[config.mk]
export PLATFORM = sky130hd
export DESIGN_NAME = descending_exchange_sort_core
export DESIGN_NICKNAME = d
export VERILOG_FILES = /design/src/rtl/des_pkg.sv /design/src/rtl/descending_exchange_sort_core.sv /design/src/rtl/des_seq.sv /design/src/rtl/des_dp.sv
export SDC_FILE = /design/constraint.sdc
export NUM_CORES = 2
export LEC_CHECK = 0
export ABC_AREA = 1
export BUFFER_PORTS_ARGS = -buffer_cell sky130_fd_sc_hd__buf_2
export CORE_MARGIN = 10
export CORE_UTILIZATION = 45
export DETAILED_ROUTE_END_ITERATION = 10
export SYNTH_ARGS = -nofsm -noshare
export SYNTH_HDL_FRONTEND = slang
export SYNTH_SLANG_ARGS = --single-unit
[constraint.sdc]
create_clock -name clk -period 7.9 [get_ports clk]
set_input_delay 1.185 -clock clk [delete_from_list [all_inputs] [get_ports clk]]
set_output_delay 1.185 -clock clk [all_outputs]
set_load 0.03 [all_outputs]
[src/rtl/des_pkg.sv]
// Package for the descending exchange sort core: record and result beat types,
// microcode field codes, step codes and the microcode table.
// Has no dependencies; the sequencer, the datapath and the top level import it.
package des_pkg;

	localparam int MAX_RECORDS_DEF = 32;
	localparam int KEY_W = 32;
	localparam int ID_W = 10;

	// Input beat: one record.
	typedef struct packed {
		logic [KEY_W-1:0] access_count;
		logic [ID_W-1:0]  record_id;
		logic             is_last;
	} rec_beat_t;

	// Output beat: one sorted record.
	typedef struct packed {
		logic [KEY_W-1:0] sorted_count;
		logic [ID_W-1:0]  sorted_id;
		logic             last_out;
		logic             overflowed;
	} res_beat_t;

	// A record as it sits in the record memory.
	typedef struct packed {
		logic [KEY_W-1:0] key;
		logic [ID_W-1:0]  id;
	} rec_t;

	// When a step fires.
	typedef enum logic [1:0] {G_ALWAYS = 2'd0, G_IN = 2'd1, G_OUT = 2'd2} go_t;
	// Branch condition, tested when the step fires.
	typedef enum logic [2:0] {
		J_NEVER = 3'd0, J_LAST = 3'd1, J_JEND = 3'd2, J_JNEND = 3'd3,
		J_IEND = 3'd4, J_KEND = 3'd5
	} jc_t;
	// Read address select.
	typedef enum logic [2:0] {
		RA_I = 3'd0, RA_J = 3'd1, RA_JN = 3'd2, RA_K = 3'd3, RA_KN = 3'd4
	} ra_t;
	// Write port use.
	typedef enum logic [1:0] {W_NONE = 2'd0, W_LOAD = 2'd1, W_SWAP = 2'd2, W_HOME = 2'd3} wr_t;
	// Held record register.
	typedef enum logic [1:0] {A_HOLD = 2'd0, A_LOAD = 2'd1, A_SWAP = 2'd2} aop_t;
	// Counter operations.
	typedef enum logic [1:0] {C_HOLD = 2'd0, C_CLR = 2'd1, C_INC = 2'd2, C_INIT = 2'd3} cop_t;
	// Fill count and overflow flag.
	typedef enum logic [1:0] {F_HOLD = 2'd0, F_LOAD = 2'd1, F_CLR = 2'd2} fop_t;

	typedef logic [2:0] step_t;

	localparam step_t STEP_LOAD  = 3'd0;
	localparam step_t STEP_IRD   = 3'd1;
	localparam step_t STEP_ILAT  = 3'd2;
	localparam step_t STEP_JCMP  = 3'd3;
	localparam step_t STEP_IWR   = 3'd4;
	localparam step_t STEP_ORD   = 3'd5;
	localparam step_t STEP_OWAIT = 3'd6;
	localparam step_t STEP_DONE  = 3'd7;

	// One control word.
	typedef struct packed {
		go_t   go;
		jc_t   jc;
		step_t jt;
		step_t nt;
		ra_t   ra;
		wr_t   wr;
		aop_t  aop;
		cop_t  iop;
		cop_t  jop;
		cop_t  kop;
		fop_t  fop;
		logic  out_ld;
	} cw_t;

	// Status from the datapath to the sequencer.
	typedef struct packed {
		logic last_in;
		logic j_end;
		logic jn_end;
		logic i_end;
		logic k_end;
		logic out_free;
	} st_t;

	// Microcode table. Position i holds a record in a register while every later
	// position j is compared against it; the loser goes back to j.
	function automatic cw_t ucode(input step_t step);
		cw_t w;
		w = '{go: G_ALWAYS, jc: J_NEVER, jt: STEP_LOAD, nt: STEP_LOAD, ra: RA_I,
			wr: W_NONE, aop: A_HOLD, iop: C_HOLD, jop: C_HOLD, kop: C_HOLD,
			fop: F_HOLD, out_ld: 1'b0};
		unique case (step)
			STEP_LOAD: begin
				w.go = G_IN; w.jc = J_LAST; w.jt = STEP_IRD; w.nt = STEP_LOAD;
				w.wr = W_LOAD; w.iop = C_CLR; w.fop = F_LOAD;
			end
			STEP_IRD: begin
				w.nt = STEP_ILAT; w.ra = RA_I; w.jop = C_INIT;
			end
			STEP_ILAT: begin
				w.jc = J_JEND; w.jt = STEP_IWR; w.nt = STEP_JCMP;
				w.ra = RA_J; w.aop = A_LOAD;
			end
			STEP_JCMP: begin
				w.jc = J_JNEND; w.jt = STEP_IWR; w.nt = STEP_JCMP;
				w.ra = RA_JN; w.wr = W_SWAP; w.aop = A_SWAP; w.jop = C_INC;
			end
			STEP_IWR: begin
				w.jc = J_IEND; w.jt = STEP_ORD; w.nt = STEP_IRD;
				w.wr = W_HOME; w.iop = C_INC; w.kop = C_CLR;
			end
			STEP_ORD: begin
				w.nt = STEP_OWAIT; w.ra = RA_K;
			end
			STEP_OWAIT: begin
				w.go = G_OUT; w.jc = J_KEND; w.jt = STEP_DONE; w.nt = STEP_OWAIT;
				w.ra = RA_KN; w.kop = C_INC; w.out_ld = 1'b1;
			end
			STEP_DONE: begin
				w.nt = STEP_LOAD; w.fop = F_CLR;
			end
		endcase
		return w;
	endfunction

endpackage

[src/rtl/descending_exchange_sort_core.sv]
// Top level of the descending exchange sort core: sequencer plus datapath.
// Depends on des_pkg, des_seq and des_dp.
//
//   channel  beat          handshake            direction
//   rec      rec_beat_t    rec_valid/rec_stall  in: one record per beat
//   res      res_beat_t    res_valid/res_stall  out: one sorted record per beat
//
// Records load at one beat per cycle. After the beat marked last, the sort of
// the held records does one compare per cycle through the single write port of
// the record memory; output then takes a read setup step (ORD), one cycle per
// beat while res is not stalled, and a closing step (DONE).
// rec_stall is high from the last beat until the DONE step that follows the
// final beat of the run entering the output register has passed. Reset is
// asynchronous, active low, and empties the core; memory contents are not reset.
module descending_exchange_sort_core #(
	parameter int MaxRecords = des_pkg::MAX_RECORDS_DEF
) (
	input  logic                clk,
	input  logic                arst_n,
	input  logic                rec_valid,
	output logic                rec_stall,
	input  des_pkg::rec_beat_t  rec,
	output logic                res_valid,
	input  logic                res_stall,
	output des_pkg::res_beat_t  res
);
	import des_pkg::*;

	cw_t  cw;
	st_t  st;
	logic go;

	des_seq u_seq (
		.clk       (clk),
		.arst_n    (arst_n),
		.rec_valid (rec_valid),
		.st        (st),
		.cw        (cw),
		.go        (go),
		.rec_stall (rec_stall)
	);

	des_dp #(
		.MaxRecords (MaxRecords)
	) u_dp (
		.clk       (clk),
		.arst_n    (arst_n),
		.cw        (cw),
		.go        (go),
		.rec       (rec),
		.res_stall (res_stall),
		.st        (st),
		.res_valid (res_valid),
		.res       (res)
	);

endmodule

[src/rtl/des_seq.sv]
// Microcode sequencer: step counter, control word lookup and branch logic.
// Depends on des_pkg for the control word, status types and microcode table.
module des_seq (
	input  logic           clk,
	input  logic           arst_n,
	input  logic           rec_valid,
	input  des_pkg::st_t   st,
	output des_pkg::cw_t   cw,
	output logic           go,
	output logic           rec_stall
);
	import des_pkg::*;

	step_t upc_q;
	logic  take;

	// Current control word.
	assign cw = ucode(upc_q);

	// The step fires when its wait condition holds.
	always_comb begin
		unique case (cw.go)
			G_ALWAYS: go = 1'b1;
			G_IN:     go = rec_valid;
			G_OUT:    go = st.out_free;
			default:  go = 1'b0;
		endcase
	end

	// Branch condition.
	always_comb begin
		unique case (cw.jc)
			J_NEVER: take = 1'b0;
			J_LAST:  take = st.last_in;
			J_JEND:  take = st.j_end;
			J_JNEND: take = st.jn_end;
			J_IEND:  take = st.i_end;
			J_KEND:  take = st.k_end;
			default: take = 1'b0;
		endcase
	end

	// Input is only taken in the load step.
	assign rec_stall = (cw.go != G_IN);

	// Step counter.
	always_ff @(posedge clk or negedge arst_n) begin
		if (!arst_n) begin
			upc_q <= STEP_LOAD;
		end else if (go) begin
			upc_q <= take ? cw.jt : cw.nt;
		end
	end

endmodule

[src/rtl/des_dp.sv]
// Datapath: record memory, held record register, position counters, fill count
// and the output register. Driven by control words from des_seq.
// Depends on des_pkg for beat, record, control and status types.
module des_dp #(
	parameter int MaxRecords = des_pkg::MAX_RECORDS_DEF
) (
	input  logic                clk,
	input  logic                arst_n,
	input  des_pkg::cw_t        cw,
	input  logic                go,
	input  des_pkg::rec_beat_t  rec,
	input  logic                res_stall,
	output des_pkg::st_t        st,
	output logic                res_valid,
	output des_pkg::res_beat_t  res
);
	import des_pkg::*;

	localparam int AW = $clog2(MaxRecords);
	localparam int CW = $clog2(MaxRecords + 1);

	rec_t           mem [MaxRecords];
	rec_t           rd_q;
	rec_t           a_q;
	logic [CW-1:0]  fill_q;
	logic [CW-1:0]  i_q;
	logic [CW-1:0]  j_q;
	logic [CW-1:0]  k_q;
	logic           ovf_q;
	logic           res_valid_q;
	res_beat_t      res_q;

	logic [CW-1:0]  raddr;
	logic           we;
	logic [AW-1:0]  waddr;
	rec_t           wdata;
	logic           larger;
	logic           full;
	logic [CW-1:0]  i_nx;
	logic [CW-1:0]  j_nx;
	logic [CW-1:0]  k_nx;

	assign full   = (fill_q == CW'(MaxRecords));
	assign larger = (rd_q.key > a_q.key);
	assign i_nx   = i_q + CW'(1);
	assign j_nx   = j_q + CW'(1);
	assign k_nx   = k_q + CW'(1);

	// Status for the sequencer branches.
	assign st.last_in  = rec.is_last;
	assign st.j_end    = (j_q == fill_q);
	assign st.jn_end   = (j_nx == fill_q);
	assign st.i_end    = (i_nx == fill_q);
	assign st.k_end    = (k_nx == fill_q);
	assign st.out_free = !res_valid_q || !res_stall;

	// Read address; the output step moves on only when the output register is free.
	always_comb begin
		unique case (cw.ra)
			RA_I:    raddr = i_q;
			RA_J:    raddr = j_q;
			RA_JN:   raddr = j_nx;
			RA_K:    raddr = k_q;
			RA_KN:   raddr = go ? k_nx : k_q;
			default: raddr = i_q;
		endcase
	end

	// Write port: load a record, return the loser of a compare, or put the
	// held record home at position i.
	always_comb begin
		we    = 1'b0;
		waddr = i_q[AW-1:0];
		wdata = a_q;
		unique case (cw.wr)
			W_NONE: we = 1'b0;
			W_LOAD: begin
				we    = go && !full;
				waddr = fill_q[AW-1:0];
				wdata = '{key: rec.access_count, id: rec.record_id};
			end
			W_SWAP: begin
				we    = go && larger;
				waddr = j_q[AW-1:0];
			end
			W_HOME: we = go;
			default: we = 1'b0;
		endcase
	end

	// Record memory with registered read.
	always_ff @(posedge clk) begin
		if (we) begin
			mem[waddr] <= wdata;
		end
		rd_q <= mem[raddr[AW-1:0]];
	end

	// Held record at position i.
	always_ff @(posedge clk) begin
		if (go && (cw.aop == A_LOAD || (cw.aop == A_SWAP && larger))) begin
			a_q <= rd_q;
		end
	end

	// Position counters, fill count and overflow flag.
	always_ff @(posedge clk or negedge arst_n) begin
		if (!arst_n) begin
			i_q    <= '0;
			j_q    <= '0;
			k_q    <= '0;
			fill_q <= '0;
			ovf_q  <= 1'b0;
		end else if (go) begin
			unique case (cw.iop)
				C_CLR:   i_q <= '0;
				C_INC:   i_q <= i_nx;
				default: i_q <= i_q;
			endcase
			unique case (cw.jop)
				C_INIT:  j_q <= i_nx;
				C_INC:   j_q <= j_nx;
				default: j_q <= j_q;
			endcase
			unique case (cw.kop)
				C_CLR:   k_q <= '0;
				C_INC:   k_q <= k_nx;
				default: k_q <= k_q;
			endcase
			unique case (cw.fop)
				F_LOAD: begin
					if (full) begin
						ovf_q <= 1'b1;
					end else begin
						fill_q <= fill_q + CW'(1);
					end
				end
				F_CLR: begin
					fill_q <= '0;
					ovf_q  <= 1'b0;
				end
				default: fill_q <= fill_q;
			endcase
		end
	end

	// Output register.
	always_ff @(posedge clk or negedge arst_n) begin
		if (!arst_n) begin
			res_valid_q <= 1'b0;
		end else if (go && cw.out_ld) begin
			res_valid_q <= 1'b1;
		end else if (!res_stall) begin
			res_valid_q <= 1'b0;
		end
	end

	always_ff @(posedge clk) begin
		if (go && cw.out_ld) begin
			res_q <= '{sorted_count: rd_q.key, sorted_id: rd_q.id,
				last_out: st.k_end, overflowed: ovf_q};
		end
	end

	assign res_valid = res_valid_q;
	assign res       = res_q;

endmodule
# Word level (Yosys, flattened, before mapping)
# Memory sizes are Yosys's and may differ from the RTL's. A register that Yosys moved wholly into a read port is not among the register bits.
# Index checks and enable logic that the tools add are counted.
# W data, S select, Z words.
dict set report totals {
  ram_bits 1344
  elab_cells 114
  reg_bits 115
  inputBits 47
  mem_count 1
}
dict set report op_classes {
  mux 30
  n_eq_ne 40
  n_lt_le_gt_ge 1
  reduce_logical 25
  n_addsub 4
}
# name depth width read_ports rd_ports_with_merged_regs write_ports line_no
set mem_list {}
lappend mem_list {u_dp.mem 32 42 1 1 1 des_dp.sv:22} ;# rec_t mem [MaxRecords];
# operator count
set ops {}
lappend ops {{$pmux W6 S2} 4}
lappend ops {{$mux W42} 1}
lappend ops {{$gt A32 B32 Y1} 1}
lappend ops {{$pmux W6 S5} 1}
lappend ops {{$add A6 B1 Y6 const B} 4}
lappend ops {{$eq A6 B6 Y1} 4}
lappend ops {{$pmux W2 S2} 6}
lappend ops {{$eq A3 B3 Y1 const B} 7}
lappend ops {{$pmux W5 S4} 1}
lappend ops {{$eq A2 B2 Y1 const B} 9}
lappend ops {{$eq A3 B2 Y1 const B} 6}
lappend ops {{$pmux W3 S5} 1}
lappend ops {{$eq A2 B1 Y1 const B} 6}
lappend ops {{$pmux W3 S4} 1}
lappend ops {{$pmux W5 S2} 1}
lappend ops {{$eq A3 B1 Y1 const B} 3}
lappend ops {{$reduce_bool A2 Y1} 4}
lappend ops {{$eq A6 B6 Y1 const B} 1}
lappend ops {{$mux W1} 6}
lappend ops {{$mux W6} 1}
lappend ops {{$ne A2 B1 Y1 const B} 3}
lappend ops {{$pmux W2 S3} 1}
lappend ops {{$reduce_and A2 Y1} 3}
lappend ops {{$reduce_and A3 Y1} 2}
lappend ops {{other kinds (13)} 23}

# Longest topological paths before layout
dict set report logic_depth {
  ltp_word 8
  depth_mapped 19
  mapped_depth_nobuf 18
}

# Cells and area by module
# From an unflattened synthesis, not the netlist that was laid out.
dict set report hier_totals {
  hier_cells 6168
  hier_area_um2 65888.2
}
# module n_inst cells_per_inst area_each_um2
set modules_own_cells {}
lappend modules_own_cells {des_dp 1 6104 65494.1}
lappend modules_own_cells {des_seq 1 64 394.1}

# Worst setup path before layout
# Ideal clock, no wire load.
dict set report synth_timing {
  path_kind {register to register}
  startpoint {reg u_dp.a_q[41] (netlist name)}
  endpoint {reg u_dp.a_q[0] (netlist name) (enable)}
  setup_ns 0.500
  synth_period_minus_slack_ns 4.780
  arrival_time_ns 4.281
  slack_ns 3.120
  stages_incl_launch_ff 11
  path_cell_list {edfxtp_1 > inv_1 > ha_1 > nand2_1 > nor2_1 > nand2_1 > nor4_1 > nand2_1 > nand2_1 > nand2_1 > o21ai_0}
}
dict set report synth_via {
  elab_chain_len 4
}
# element line_no
set synth_rtl {}
lappend synth_rtl {{start, declared} des_dp.sv:24} ;# rec_t a_q;
lappend synth_rtl {{start signal, assigned} des_dp.sv:102} ;# a_q <= rd_q;
lappend synth_rtl {{$gt A32 B32 Y1} des_dp.sv:44} ;# assign larger = (rd_q.key > a_q.key);
lappend synth_rtl {{$logic_and A1 B1 Y1} des_dp.sv:101} ;# if (go && (cw.aop == A_LOAD || (cw.aop == A_SWAP && larger))) begin
lappend synth_rtl {{$logic_or A1 B1 Y1} des_dp.sv:101}
lappend synth_rtl {{$logic_and A1 B1 Y1} des_dp.sv:101}
# Every way passes these cells.
# A chain may end at the register's enable or synchronous reset.

# Final worst setup path
dict set report layout_timing {
  startpoint {reg u_seq.upc_q[1]}
  endpoint {mem u_dp.mem[7][31] (netlist name) (enable)}
}
dict set report layout_via {
  elab_chain_len 8
  elab_cells_between_ends 20
  cone_classes {eq/ne: 8; mux: 7; reduce/logical: 5}
}
# element line_no
set layout_rtl {}
lappend layout_rtl {{start, declared} des_seq.sv:14} ;# step_t upc_q;
lappend layout_rtl {{start signal, assigned} des_seq.sv:51} ;# upc_q <= take ? cw.jt : cw.nt;
lappend layout_rtl {{$eq A3 B3 Y1 / $logic_not A3 Y1 (equally long branches)} des_pkg.sv:95} ;# unique case (step)
lappend layout_rtl {{$pmux W2 S2} des_pkg.sv:95}
lappend layout_rtl {{$eq A2 B2 Y1 (tied with other cells)} des_seq.sv:22} ;# unique case (cw.go)
lappend layout_rtl {{$pmux W1 S3} des_seq.sv:22}
lappend layout_rtl {{$logic_and A1 B1 Y1 (on tied branches)} {des_dp.sv:83, des_dp.sv:78}}
lappend layout_rtl {{$pmux W1 S4} des_dp.sv:75} ;# unique case (cw.wr)
lappend layout_rtl {{$mux W1} des_dp.sv:93} ;# if (we) begin
lappend layout_rtl {{$mux W1 (not written as such)} des_dp.sv:94} ;# mem[waddr] <= wdata;
lappend layout_rtl {{end, declared} des_dp.sv:22}
# Parallel ways exist; a longest one is shown, timed or not.

==> results.toml <==
[status]
outcome = "finished clean"

[routing]
firstDrtPassIters = 9
viasPerCell = 5.616
drc = 0
drt_iter0_drc = 4857
wl_per_cell_microns = 23.81
totalWireLength_microns = 188600
antenna_left = 0
vias = 44489

[sta]
fin_tns_setup_ns = 0
hold_viol = 0
fmax_mhz = 182.0
setup_viol_count_final = 0
worst_pin_slew_ns = 1.383
relSlewSlack_pct = 7.606
finalCriticalPeriod_ns = 5.494
period_share_pct = 69.55
rsz0062_at_grt = "false"
finalWorstSetupSlack_ns = 2.406
slew_viol_final = 0
timing.hold.ws_ns = 0.4305
skew_ns = 0.03025

[flow_run]
maxCapViolCount = 0

[worst_setup_path]
required_ns = 8.32
critPathCaptureType = "flip-flop"
cp_max_fo = 28
crit_arrival_ns = 5.91
critPathKind = "flip-flop to flip-flop"
cp-start-kind = "flip-flop"

[die]
initial_utilization_pct = 45.48
dieHeight_microns = 396.2
ios = 93
rows = 137
die_w_microns = 396.2
die-area_sq_um = 157000
core_region_area_sq_um = 140000

[logic_synthesis]
ys_ff_latch = 1501
yosys.area.top_type_share_pct = 67.42
synth_area_sq_um = 63700
syn-num-nets = 6007
ys_warn_count = 0
synth.most_common_cell = "nand2_1"
yosysSeqAreaShare_pct = 69.88
avgSynthCellArea_sq_um = 10.76
synthDistinctLibCells = 37
synth-main-ff-cell = "edfxtp_1"
synth-edff-count = 1430
yosys-top-cells-area = "edfxtp_1, nand2_1, nand3_1"
synthArstFlopShare_pct = 1.932
syn_inst = 5917
synth_top_area_cell = "edfxtp_1"
ys_top_cells_by_count = "nand2_1, edfxtp_1, nand3_1"

[min_path]
hold_class = "primary input to asynchronous set/reset pin"

[global_route]
grt_usage_pct = 23.46
overflow = 0
grt_pass1_vias = 43038
grt_max_degree = 164
antenna_found_initial = 2
grt_pass1_wl_microns = 281000

[clock_network]
clkSlewWorstSetupHoldPaths_ns = 0.06
clock_sink_count = 1501
cts-hold-fix-buffers = 0
ctsResizeCount = 0
cts.path.max_buffers = 3
cts_setup_buffers = 0
clk_latency_ns = 0.80
cts_max_level = 4
cts_tree = "done"
cts_buffers = 158
root_buffer = "clkbuf_16"

[cells_and_area]
layout-drive-gt1-share_pct = 8.468
nets = 6001
seqCellArea_sq_um = 44510
diodes = 0
area_delta_synth_final_pct = 12.18
fillers = 12344
multi_input_area_sq_um = 17520

[place]
place_hpwl_microns = 103200
pre_cts_ws_ns = 2.466
io_buffer_count = 92
place_congestion = 0.8490

[pwr]
power.leakage_nw = 24.02
irDropWorstVdd_uv = 158.1
power_density_nw_per_um2 = 224.3
-- cells by family after synthesis --
logic type               after synthesis  synth area share (%)
AO/OA/AOI/OAI                        123                 1.090
buffers and inverters                488                 3.420
AND/OR/NAND/NOR                     3757                 24.70
XOR/XNOR                               5               0.06875
adder cells (fa/ha/maj)               43                0.8447
flip-flops                          1501                 69.88
-- worst max-delay path, stage by stage, from the launching register on --
cell	delay [ns]
dfrtp_1	0.51
nor2_4	0.13
nand2_1	0.28
inv_1	0.11
nor2_1	0.27
ha_4	0.46
inv_1	0.38
o22ai_1	0.22
nand2_1	0.06
o21ai_0	0.16
inv_1	0.11
nor2_1	0.12
nand3_1	0.61
nor2_4	1.03
buf_4	0.61
-- report_power, final --
part           internal, W              switching, W
Combinational   0.00000795                0.00000718
Sequential         0.00858  0.0000000000000000000108
Clock              0.00430                   0.00313
Total               0.0129                   0.00314
-- metrics by stage --
stage / cell area [sq um] / power (W) / utilization, % / instances
floorplan: 63700 / 0.008745 / - / 5917
global placement: 66290 / 0.008760 / 47.33 / 7627
detailed placement: 66290 / 0.008760 / 47.33 / 7627
CTS: 71450 / 0.01611 / 51.02 / 7922
global route: 71450 / 0.01642 / 51.02 / 7922
finish: 71450 / 0.01603 / 51.02 / 7922
-- cell usage in the layout, fill, tap and decap left out, drive strengths merged, types with 6 or more instances in the layout --
cell type | Yosys | layout
nand2 | 2428 | 2428
bufinv | 0 | 13
inv | 114 | 122
dfxtp | 42 | 42
nand3 | 1217 | 1217
dfrtp | 29 | 29
nor2 | 91 | 91
edfxtp | 1430 | 1430
nand4 | 15 | 15
a21oi | 31 | 31
o21ai | 63 | 63
clkinv | 1 | 61
clkbuf | 137 | 214
buf | 236 | 207
o22ai | 13 | 13
ha | 43 | 43
o221ai | 6 | 6
-- worst paths after layout --
path	slack (ns)	start	to	cells past startpoint
hold / removal	0.43	arst_n	u_dp.j_q[4]	1
setup reg to reg	2.41	u_seq.upc_q[1]	u_dp.mem[7][31]	14
hold reg to reg	0.46	u_dp.ovf_q	u_dp.res[0]	0
min in group clk	0.46	u_dp.ovf_q	u_dp.res[0]	0
max in group asynchronous	7.01	arst_n	u_dp.res_valid	1
setup / recovery	2.41	u_seq.upc_q[1]	u_dp.mem[7][31]	14
-- sequential cells by signal, summed over array words and instances, names as in the netlist --
register,cells
u_dp.k_q,6
u_dp.mem,1344
u_dp.res_valid,1
u_dp.ovf_q,1
u_dp.fill_q,6
u_dp.j_q,6
u_dp.rd_q,42
u_seq.upc_q,3
u_dp.a_q,42
u_dp.res,44
u_dp.i_q,6
-- layer usage --
metal	global-route usage, %	vias up	wire [microns]	share of wire [%]
met4	8.252	0	6235	3.3
met3	4.060	327	15900	8.4
met5	0	-	0	0
met2	37.66	1949	88260	47
met1	32.11	21845	78240	41
li1	-	20368	-	-
-- final cells by class --
class,instances,area share (%)
Clock buffer,214,6.089
Timing Repair Buffer,207,2.063
Inverter,115,0.6216
Sequential cell,1501,62.29
Clock inverter,81,1.136
Tap cell,1876,3.285
Multi-Input combinational cell,3928,24.52
No activity file was read; power rests on OpenSTA's default activity.
